### config.mk
export PLATFORM = sky130hd
export DESIGN_NAME = mfi_div
export DESIGN_NICKNAME = d
export VERILOG_FILES = /design/src/hw/rtl/mfi_pkg.sv /design/src/hw/rtl/mfi_div.sv
export SDC_FILE = /design/constraint.sdc
export NUM_CORES = 1
export LEC_CHECK = 0
export BUFFER_PORTS_ARGS = -buffer_cell sky130_fd_sc_hd__buf_2
export CORE_MARGIN = 5
export CORE_UTILIZATION = 55
export CTS_CLUSTER_DIAMETER = 200
export CTS_CLUSTER_SIZE = 8
export DETAILED_ROUTE_END_ITERATION = 10
export PLACE_DENSITY = 0.77
export SYNTH_ARGS = -nofsm -noshare
export SYNTH_HDL_FRONTEND = slang
export SYNTH_SLANG_ARGS = --single-unit
### constraint.sdc
create_clock -name clk -period 15.7 [get_ports clk]
set_input_delay 0 -clock clk [delete_from_list [all_inputs] [get_ports clk]]
set_output_delay 0 -clock clk [all_outputs]
set_load 0.02 [all_outputs]
### src/hw/rtl/mfi_pkg.sv
// ----------------------------------------------------------------------------
// mfi_pkg: shared types and constants for the money flow index block
// Beat layouts, divider control/status and fixed field widths.
// ----------------------------------------------------------------------------
package mfi_pkg;

  localparam int PRICE_W   = 24;   // width of a price field
  localparam int VOLUME_W  = 32;   // width of the volume field
  localparam int INDEX_W   = 23;   // width of the index result
  localparam int CFG_W     = 7;    // width of the window length register
  localparam int SUM_W     = 64;   // running sums wrap at this width
  localparam int NUM_W     = 2 * SUM_W;
  localparam int CNT_W     = $clog2(NUM_W);

  localparam logic [CFG_W-1:0] WINDOW_RESET = 7'd14;

  // 6553600 = 25 << 18
  localparam int SCALE_SHIFT = 18;

  typedef struct packed {
    logic                series_start;
    logic [PRICE_W-1:0]  bar_high;
    logic [PRICE_W-1:0]  bar_low;
    logic [PRICE_W-1:0]  bar_close;
    logic [VOLUME_W-1:0] bar_volume;
  } in_beat_t;

  typedef struct packed {
    logic [INDEX_W-1:0] index_value;
    logic               window_empty;
  } out_beat_t;

  typedef struct packed {
    logic start;
    logic full;    // run all quotient bits, not only the low ones
  } div_ctl_t;

  typedef struct packed {
    logic busy;
    logic done;
  } div_sts_t;

endpackage

### src/hw/rtl/mfi_div.sv
// ----------------------------------------------------------------------------
// mfi_div: radix-2 restoring divider, one quotient bit per cycle
// Returns the low INDEX_W bits of num / den. In short mode the top quotient
// bits are known to be zero, so only the last INDEX_W steps are run.
// ----------------------------------------------------------------------------
module mfi_div
  import mfi_pkg::*;
(
  input  logic               clk,
  input  logic               rst,
  input  div_ctl_t           ctl,
  input  logic [NUM_W-1:0]   num,
  input  logic [SUM_W-1:0]   den,
  output div_sts_t           sts,
  output logic [INDEX_W-1:0] quo
);

  logic [SUM_W:0]     rem;
  logic [NUM_W-1:0]   shf;
  logic [SUM_W-1:0]   dsr;
  logic [CNT_W-1:0]   cnt;
  logic               busy;
  logic               done;

  logic [SUM_W:0]     trial;
  logic [SUM_W:0]     diff;
  logic               fits;

  assign trial = {rem[SUM_W-1:0], shf[NUM_W-1]};
  assign diff  = trial - {1'b0, dsr};
  assign fits  = trial >= {1'b0, dsr};

  always_ff @(posedge clk) begin
    if (rst) begin
      busy <= 1'b0;
      done <= 1'b0;
    end else begin
      done <= 1'b0;
      if (ctl.start) begin
        busy <= 1'b1;
        if (ctl.full) begin
          cnt <= CNT_W'(NUM_W - 1);
        end else begin
          cnt <= CNT_W'(INDEX_W - 1);
        end
      end else if (busy) begin
        cnt <= cnt - 1'b1;
        if (cnt == '0) begin
          busy <= 1'b0;
          done <= 1'b1;
        end
      end
    end
  end

  always_ff @(posedge clk) begin
    if (ctl.start) begin
      dsr <= den;
      quo <= '0;
      if (ctl.full) begin
        rem <= '0;
        shf <= num;
      end else begin
        // high part of num is below den: it is the partial remainder already
        rem <= {1'b0, num[SUM_W+INDEX_W-1:INDEX_W]};
        shf <= {num[INDEX_W-1:0], {(NUM_W-INDEX_W){1'b0}}};
      end
    end else if (busy) begin
      shf <= {shf[NUM_W-2:0], 1'b0};
      if (fits) begin
        rem <= diff;
        quo <= {quo[INDEX_W-2:0], 1'b1};
      end else begin
        rem <= trial;
        quo <= {quo[INDEX_W-2:0], 1'b0};
      end
    end
  end

  assign sts.busy = busy;
  assign sts.done = done;

endmodule

==> results.md, run 1 <==
* Final setup vio count at 0
* Main flop type after synthesis: edfxtp_1
* Fin Clk Skew at between 0.015 and 0.02 ns
* Hold_buf cts at 193
* Max Buffers Root-to-Sink at 3
* Outcome: complete, but fails checks
* Syn nets at between 1500 and 2000
* CTS root buf: clkbuf_16
* # nets final at ~2300
* Max Fclk at between 200 and 250 MHz
* Hold Path Class: input port to flip-flop
* Tmin final at approximately 4.1 ns
* Maximum number of pins on one net before global-route repair at 129
* First drt pass iteration count at 5
* H-tree depth at 2
* Antenna violations before repair at 2
* Critical Path AT at between 4 and 5 ns
* First-pass GRT wire length at 71600 µm
* DR iter-0 viols at about 1100
* Vias in the first global route at 14000
* Post-cts sizing count at 0
* Fraction of layout cells with a size suffix above 1 at about 14%
* Overall Power at 2.86 mW
* Final worst-path cycle share at 26.3%
* Synth Instances at between 1500 and 2000
* Final hold vios at 2
* Clk Latency, worst-skew pair at between 0.5 and 0.6 ns
* Chip Height at 182 µm
* Crit Path Class: flip-flop to flip-flop
* Post-Synthesis Cell Area at approximately 0.016 mm²
* Mean Syn Cell Area at around 9.9 µm²
* Wire per inst at about 19 µm
* GPL Wtd Cong at ~0.94
* Grt ovf at 0
* Area growth syn-to-layout at 26.9%
* Fraction of registers with async set/reset at 0%
* Final wirelength at 45100 µm
* Max Cap Viol at 0
* Max IR drop VDD at between 0.00008 and 0.00009 V
* Min Hold Slack at -0.0183 ns
* Synth top area share at ~50%
* CTS Sinks at around 290
* Row count at 62
* Post-synth EDFFs at roughly 260
* Synth Warn # at 0
* All-layer global routing usage at a little over a quarter
* Post-synth cell types at 64
* Startpoint types: flip-flop
* #FFs+latches synth at approximately 290
* Highest net fanout along the worst path at 40
* Final TNS setup at 0 ns
* CTS tree: yes
* DR DRC count at 0
* Die ar. at 0.0330 mm²
* Seq/Total Area, Yosys at 51.7%
* Die span in x at ~180 µm
* PD cells at 139 mW/mm²
* DR vias at approximately 14000
* CP Capture Type: flip-flop
* Initial core utilization at 56.1%
* Leakage at between 8 and 9 nW
* Vias per inst at roughly 5.6
* DP HPWL at about 27000 µm
* CTS buffer count at 41
* Max-slew headroom at the worst pin at a little over a fifth
* IO Port Bufs at between 200 and 250
* Total core area at approximately 0.029 mm²
* Final antenna-violating net count at 0
* I/O Pins at ~220
* Reg clk slew, reported paths at approximately 0.060 ns
* Yosys top cell by area: edfxtp_1
* Failing checks: hold timing
* Unrepaired setup endpoints after global routing: no
* Post-CTS Setup Repair Bufs at 0
* Ranking of synthesized cells by area: edfxtp_1, o21ai_0, mux2i_1, ha_1, nand2_1
* Worst Path Required at between 15 and 20 ns
* Final Max Tran Viols at 0
* Worst-margin pin slew at about 1.2 ns
stage by stage:
step	area, µm²	std cells	util (%)	setup WS, ns
after floorplan	16200	1644	-	10.73
after global placement	17500	2170	60.5	11.89
after detailed placement	17500	2170	60.5	11.74
after CTS	20600	2425	71.1	11.69
after global routing	20600	2426	71.2	11.27
final	20600	2428	71.2	11.57
cell families after synthesis:
group	synth area share [%]
AOI/OAI and AO/OA	15.7
xor gates and xnor gates	3.35
adders and majority gates	5.21
buffers and inverters	6.95
DFF	51.7
muxes	5.24
and+or+nand+nor	11.8
cell usage after synthesis, drive strengths merged (2+ instances only):
cell type,count
nor3,20
a2111oi,2
nand2b,17
nor2,105
nand2,207
mux2i,85
o41ai,2
o31ai,7
xor2,26
nand4b,3
xnor2,36
a21boi,4
a41oi,4
o2111ai,2
or3,3
a221oi,6
edfxtp,263
o211ai,4
buf,24
nand3b,7
and3,9
nor2b,8
a31oi,8
and2,4
dfxtp,25
ha,66
o21a,11
nand4,15
a21o,22
o311a,2
o31a,2
o21ai,212
nor4,3
nor3b,12
inv,190
clkbuf,63
o22ai,3
a211oi,10
nand3,18
o21bai,11
a21oi,113
registers in the layout (all words and copies together) (netlist names):
| name | flops |
|---|---|
| busy | 1 |
| dsr | 64 |
| done | 1 |
| cnt | 7 |
| shf | 128 |
| rem | 64 |
| quo | 23 |
worst max-delay path: stages (launching register included):
cell and delay, ns:
edfxtp_1 0.38, ha_1 0.46, nand4_1 0.19, nor2_1 0.22
a211oi_1 0.14, a2111oi_2 0.45, a211o_1 0.23, a211oi_4 0.11
o41ai_4 0.35, buf_4 0.53, nand2b_1 0.45, o21ai_0 0.39
per-layer routing:
metal,routed length (µm),part of all wire [%],global-route usage [%],up-vias
li1,-,-,-,6528
met1,18600,41,34.0,6443
met2,21400,47,44.1,602
met3,3670,8.1,5.86,99
met4,1490,3.3,9.10,2
met5,19,0.042,0,-
cell usage in the layout (no fill, tap or decap), types with 18 or more instances in the layout:
cell type and n:
o21ai_0 183, xnor2_1 36, xor2_1 26, o21ai_1 28
dlygate4sd3_1 193, nand3_1 18, buf_2 219, clkbuf_1 18
dfxtp_1 25, a21oi_1 113, edfxtp_1 263, clkbuf_16 42
inv_1 189, nor3_1 20, a21o_1 22, mux2i_1 85
nor2_1 105, ha_1 66, nand2_1 207
final cells by class:
| type | instances | area [µm²] |
|---|---|---|
| clock buffer | 60 | 1120 |
| tap | 384 | 480 |
| antenna | 3 | 7.51 |
| fill | 2034 | 8340 |
| multi-input combinational | 1079 | 6730 |
| timing repair buffer | 422 | 3110 |
| clock inverter | 2 | 36.3 |
| sequential | 288 | 8400 |
| inverter | 190 | 718 |
where the power goes:
| part | switching [mW] | internal (mW) | leakage [nW] |
|---|---|---|---|
| registers | 0.0521 | 0.984 | 2.89 |
| logic | 0.590 | 0.416 | 5.40 |
| clock network | 0.333 | 0.489 | 0.556 |
final timing paths:
kind / from / to / slack (ns) / cells after the start
max: rem[14]$_DFFE_PN_ / rem[54]$_DFFE_PN_ / 11.57 / 11
min: ctl[1] / dsr[14]$_DFFE_PP_ / -0.02 / 1
max reg2reg: rem[14]$_DFFE_PN_ / rem[54]$_DFFE_PN_ / 11.57 / 11
min reg2reg: quo[4]$_SDFFE_PP0P_ / quo[4]$_SDFFE_PP0P_ / 0.51 / 2
No activity file was read; power rests on OpenSTA's default activity.
==> run 2, diff against run 1 <==
CORE_UTILIZATION = 53   (was 55)
clock period = 3.4 ns   (was 15.7 ns; I/O delays follow)
==> results.md, run 2 (same netlist as run 1, synthesis figures left out) <==
* Outcome: complete, no violations
* Die span in x at about 180 µm
* DR iter-0 viols at about 1300
* Max FFs per register at 128
* Reg2reg path depth at 14
* Worst-margin pin slew at slightly above 1 ns
* Total core area at 0.0304 mm²
* Max-slew headroom at the worst pin at 30.8%
* Most frequent cells in the layout: edfxtp_1, buf_2, nand2_1, dlygate4sd3_1, inv_1
* Final hold vios at 0
* DP HPWL at between 20000 and 30000 µm
* Vias per inst at roughly 5.6
* Critical Path AT at ~3.6 ns
* Final antenna-violating net count at 0
* Cells along the critical path: ha_4, nand4_1, o22ai_2, a211oi_2, a2111oi_4, a211o_1, a211oi_4, o41ai_4, buf_6, buf_12, buf_4, nand3b_1, mux2i_1, a211oi_2
* Maximum number of pins on one net before global-route repair at roughly 190
* Max Cap Viol at 0
* Tmin final at about 3.4 ns
* Reg2reg setup slack at ~0.048 ns
* Worst Path Required at roughly 3.6 ns
* H-tree depth at 2
* Final setup vio count at 0
* Final wirelength at 46700 µm
* PD cells at 654 mW/mm²
* Clk Latency, worst-skew pair at around 0.55 ns
* Hold Path Depth at 2
* Final worst-path cycle share at between 90% and 100%
* Max Fclk at 298 MHz
* Largest Register: shf
* CP most frequent cell: a211oi_2
* Startpoint types: flip-flop
* Final Max Tran Viols at 0
* Worst r2r src: rem[7]$_DFFE_PN_
* Hold wc startpoint: den[45]
* IO Port Bufs at 220
* FF-to-FF End: rem[58]$_DFFE_PN_
* CTS Sinks at approximately 290
* CP Capture Type: flip-flop
* Wire per inst at 18.5 µm
* Fin Clk Skew at about 0.040 ns
* I/O Pins at 221
* CTS buffer count at 41
* GPL Wtd Cong at approximately 0.94
* CTS tree: yes
* Antenna Cells at 0
* Max Buffers Root-to-Sink at 3
* First drt pass iteration count at 7
* Antenna violations before repair at 0
* Die ar. at roughly 0.034 mm²
* Reg clk slew, reported paths at 0.05 ns
* Grt ovf at 0
* Highest net fanout along the worst path at 8
* DR vias at approximately 14000
* Most common cell after layout, fill and taps aside: edfxtp_1
* Slowest cell on crit path: edfxtp_1
* Max IR drop VDD at around 0.00046 V
* Critical path's largest stage delay at 0.43 ns
* Initial core utilization at ~53%
* Inst Count DP at between 2000 and 2500
* Fraction of layout cells with a size suffix above 1 at 20.2%
* CTS root buf: clkbuf_16
* All-layer global routing usage at between 20% and 30%
* Unrepaired setup endpoints after global routing: yes
* Largest delay contributor family on the critical path: compound AO/OA/AOI/OAI gates
* Chip Height at ~180 µm
* Hold Path Class: input port to flip-flop
* Top Registers: shf: 128 flops, dsr: 64 flops, rem: 64 flops
* Core Util, Final at between 70 and 80%
* DR DRC count at 0
* Worst Path Buf+Inv at 3
* Leakage at around 9.4 nW
* # nets final at about 2400
* Row count at 64
* Finished Layout Cells at approximately 2500
* First-pass GRT wire length at between 70000 and 80000 µm
* Area growth syn-to-layout at 35.2%
* Crit Path Class: flip-flop to flip-flop
* Vias in the first global route at between 10000 and 15000
* Hold Crit Endpoint: dsr[45]$_DFFE_PP_
==> run 2: worst max-delay path by stage <==
stage / from / endpoint / cells after the start
2_1_floorplan: busy$_SDFF_PP0_ / rem[0]$_DFFE_PN_ / 3
3_3_place_gp: rem[20]$_DFFE_PN_ / rem[58]$_DFFE_PN_ / 12
3_5_place_dp: rem[8]$_DFFE_PN_ / rem[43]$_DFFE_PN_ / 12
4_1_cts: rem[3]$_DFFE_PN_ / rem[29]$_DFFE_PN_ / 12
5_1_grt: rem[7]$_DFFE_PN_ / rem[17]$_DFFE_PN_ / 14
6_report: rem[7]$_DFFE_PN_ / rem[58]$_DFFE_PN_ / 14
==> run 2: what timing repair did <==
| item | 4_1_cts | 5_1_grt |
|---|---|---|
| setup buffers | 0 | 6 |
| pin swaps | 5 | 22 |
| gates cloned | 1 | 5 |
| setup endpoints to repair | 58 | 64 |
| hold buffers | 197 | 0 |
| gates resized for setup | 15 | 97 |
| endpoints found under the hold margin | 280 | 0 |
==> run 2: metrics by stage <==
| stage | instance area [µm²] | setup WS (ns) | power [mW] | hold slack, ns | TNS [ns] |
|---|---|---|---|---|---|
| 2_1_floorplan | 16300 | -0.411 | 8.21 | 0.0784 | -78.84 |
| 6_report | 21900 | 0.0483 | 14.3 | 0.159 | 0 |
| 5_1_grt | 21900 | -0.0860 | 15.1 | 0.149 | -0.923 |
| 3_3_place_gp | 18100 | -0.0179 | 9.48 | 0.178 | -0.0313 |
| 3_5_place_dp | 18100 | -0.163 | 9.62 | 0.178 | -5.50 |
| 4_1_cts | 21400 | 0.00575 | 13.7 | 0.125 | 0 |
==> run 2: layout make-up <==
class | instances | area (µm²)
repair buffers | 504 | 3970
clock buffers | 60 | 1100
inverters | 190 | 717
flip-flops and latches | 288 | 8400
clock inverters | 3 | 62.6
well taps | 396 | 495
multi-input cells | 1079 | 7200
fillers | 2082 | 8490
==> run 2: layer usage <==
layer	track usage, %	part of all wire, %	wire length, µm	vias up
li1	-	-	-	6694
met1	33.8	40	18800	6634
met2	44.6	49	22800	603
met3	5.26	7.8	3630	122
met4	8.69	3.3	1540	0
met5	0	0	0	-
==> run 2: power by group <==
| group | internal, mW | switching, mW |
|---|---|---|
| Combinational | 2.70 | 3.06 |
| Clock | 2.22 | 1.53 |
| Sequential | 4.54 | 0.284 |
==> run 3, diff against run 2 <==
CORE_UTILIZATION = 30   (was 53)
PLACE_DENSITY = not set   (was 0.77)
RECOVER_POWER = 25   (was not set)
==> results.md, run 3 (same netlist as run 1, synthesis figures left out) <==
* First drt pass iteration count at 5
* Tmin final at between 3 and 4 ns
* Total core area at between 0.05 and 0.06 mm²
* Critical Path AT at about 3.6 ns
* Critical path's largest stage delay at roughly 0.43 ns
* DR DRC count at 0
* Cells along the critical path: ha_4, nand4_1, buf_4, nor2_4, o21ai_4, a2111oi_4, a211o_1, a211oi_4, o41ai_4, buf_6, clkbuf_16, mux2i_1, o21ai_1
* Worst Path Required at roughly 3.7 ns
* Chip Height at between 200 and 250 µm
* Row count at 85
* Max FFs per register at 128
* Initial core utilization at a little under a third
* Largest Register: shf
* NetSw at 4.88 mW
* All-layer global routing usage at about 16%
* Design area at around 0.022 mm²
* Final wirelength at 48600 µm
* CTS buffer count at 41
* Final worst-path cycle share at a little under 100%
* # nets final at 2379
* Final setup vio count at 0
* I/O Pins at around 220
* DR vias at between 10000 and 15000
* CTS root buf: clkbuf_16
* CTS Sinks at 288
* Cell internal pwr at roughly 9.5 mW
* Grt ovf at 0
* CTS tree: yes
* Place WS at -0.184 ns
* Min Hold Slack at about 0.16 ns
* Fraction of layout cells with a size suffix above 1 at between 10% and 20%
* Max Buffers Root-to-Sink at 3
* Wire per inst at approximately 17 µm
* Outcome: complete, no violations
* Die span in x at between 200 and 250 µm
* Fin Clk Skew at between 0.03 and 0.04 ns
* First-pass GRT wire length at between 70000 and 80000 µm
* Final Max Tran Viols at 0
* Area after DPL at approximately 0.019 mm²
* Maximum number of pins on one net before global-route repair at ~190
* Clk pwr share at a little over a quarter
* Net Sw Frac at between 30 and 40%
* Most common cell after layout, fill and taps aside: edfxtp_1
* Reg clk slew, reported paths at around 0.05 ns
* Startpoint types: flip-flop
* Overall Power at 14.4 mW
* Vias in the first global route at approximately 14000
* Seq pwr share at about a third
* Core Util, Final at 41.5%
* GPL Wtd Cong at 0.866
* Antenna violations before repair at 9
* Highest net fanout along the worst path at 9
* H-tree depth at 2
* IO Port Bufs at 220
* Max Cap Viol at 0
* DR iter-0 viols at 761
* Hold Path Class: input port to flip-flop
* Max IR drop VDD at about 0.00034 V
* Area growth syn-to-layout at 37.3%
* Vias per inst at 4.81
* Crit Path Class: flip-flop to flip-flop
* Final antenna-violating net count at 0
* CP Capture Type: flip-flop
* DP HPWL at 33300 µm
* Slowest cell on crit path: edfxtp_1
* Worst-margin pin slew at between 0.8 and 0.9 ns
* Top Registers: shf: 128 flops, dsr: 64 flops, rem: 64 flops
* Unrepaired setup endpoints after global routing: yes
* Clk Latency, worst-skew pair at ~0.57 ns
* Leakage at approximately 9.3 nW
* Max-slew headroom at the worst pin at between 40% and 50%
* PnR worst setup slack at 0.0288 ns
* Max Fclk at 297 MHz
* Most frequent cells in the layout: edfxtp_1, nand2_1, dlygate4sd3_1, inv_1, buf_2
* Comb power frac at between 30% and 40%
* Die ar. at 0.0589 mm²
* Final hold vios at 0
* PD cells at approximately 640 mW/mm²
## run 3: power groups by stage
stage | Combinational [mW] | Sequential, mW | Clock [mW]
finish | 5.71 | 4.81 | 3.84
global route | 6.30 | 4.85 | 4.11
CTS | 5.16 | 4.78 | 3.97
detailed placement | 4.90 | 4.83 | 0
global placement | 4.82 | 4.83 | 0
floorplan | 3.44 | 4.77 | 0
## run 3: what timing repair did
item | in CTS | in global routing
setup buffers | 0 | 10
hold endpoints to repair | 274 | 0
gates resized for setup | 15 | 95
hold buffers | 198 | 0
endpoints found under the setup margin | 64 | 64
cloned | 0 | 5
pin swaps | 6 | 16
## run 3: area by class of cell
class | instances | area [µm²]
antenna | 6 | 15.0
clock buffer | 61 | 1120
clock inverter | 2 | 36.3
fill | 5157 | 31400
inverter | 190 | 717
multi-input combinational | 1079 | 7110
sequential | 288 | 8400
tap | 696 | 871
timing repair buffer | 516 | 4010
## run 3: critical path, delay by kind of cell (launching register included)
kind / cells / cell delay [ns]
flops: 1 / 0.43
simple gates: 2 / 0.25
mux: 1 / 0.18
buf+inv: 3 / 0.65
fa+ha+maj: 1 / 0.31
compound gates: 6 / 1.26
## run 3: through the flow
| stage | cells | setup TNS (ns) |
|---|---|---|
| finish | 2838 | 0 |
| detailed placement | 2556 | -7.39 |
| CTS | 2817 | 0 |
| global route | 2836 | -5.69 |
| floorplan | 1644 | -78.84 |
| global placement | 2556 | -1.05 |
## run 3: per-layer routing
metal	GRT usage, %	vias up	wire length [µm]
met2	26.4	375	23000
li1	-	6723	-
met5	0	-	34
met4	4.04	6	997
met1	20.7	6480	21600
met3	3.63	79	2970
## run 3: path summary, 6_finish.rpt
path              depth (start not counted)                   end            startpoint  slack [ns]
hold reg to reg                           2  quo[22]$_SDFFE_PP0P_  quo[22]$_SDFFE_PP0P_        0.50
setup / recovery                         13     rem[23]$_DFFE_PN_      rem[7]$_DFFE_PN_        0.03
hold / removal                            2     dsr[27]$_DFFE_PP_               den[27]        0.16
setup reg to reg                         13     rem[23]$_DFFE_PN_      rem[7]$_DFFE_PN_        0.03
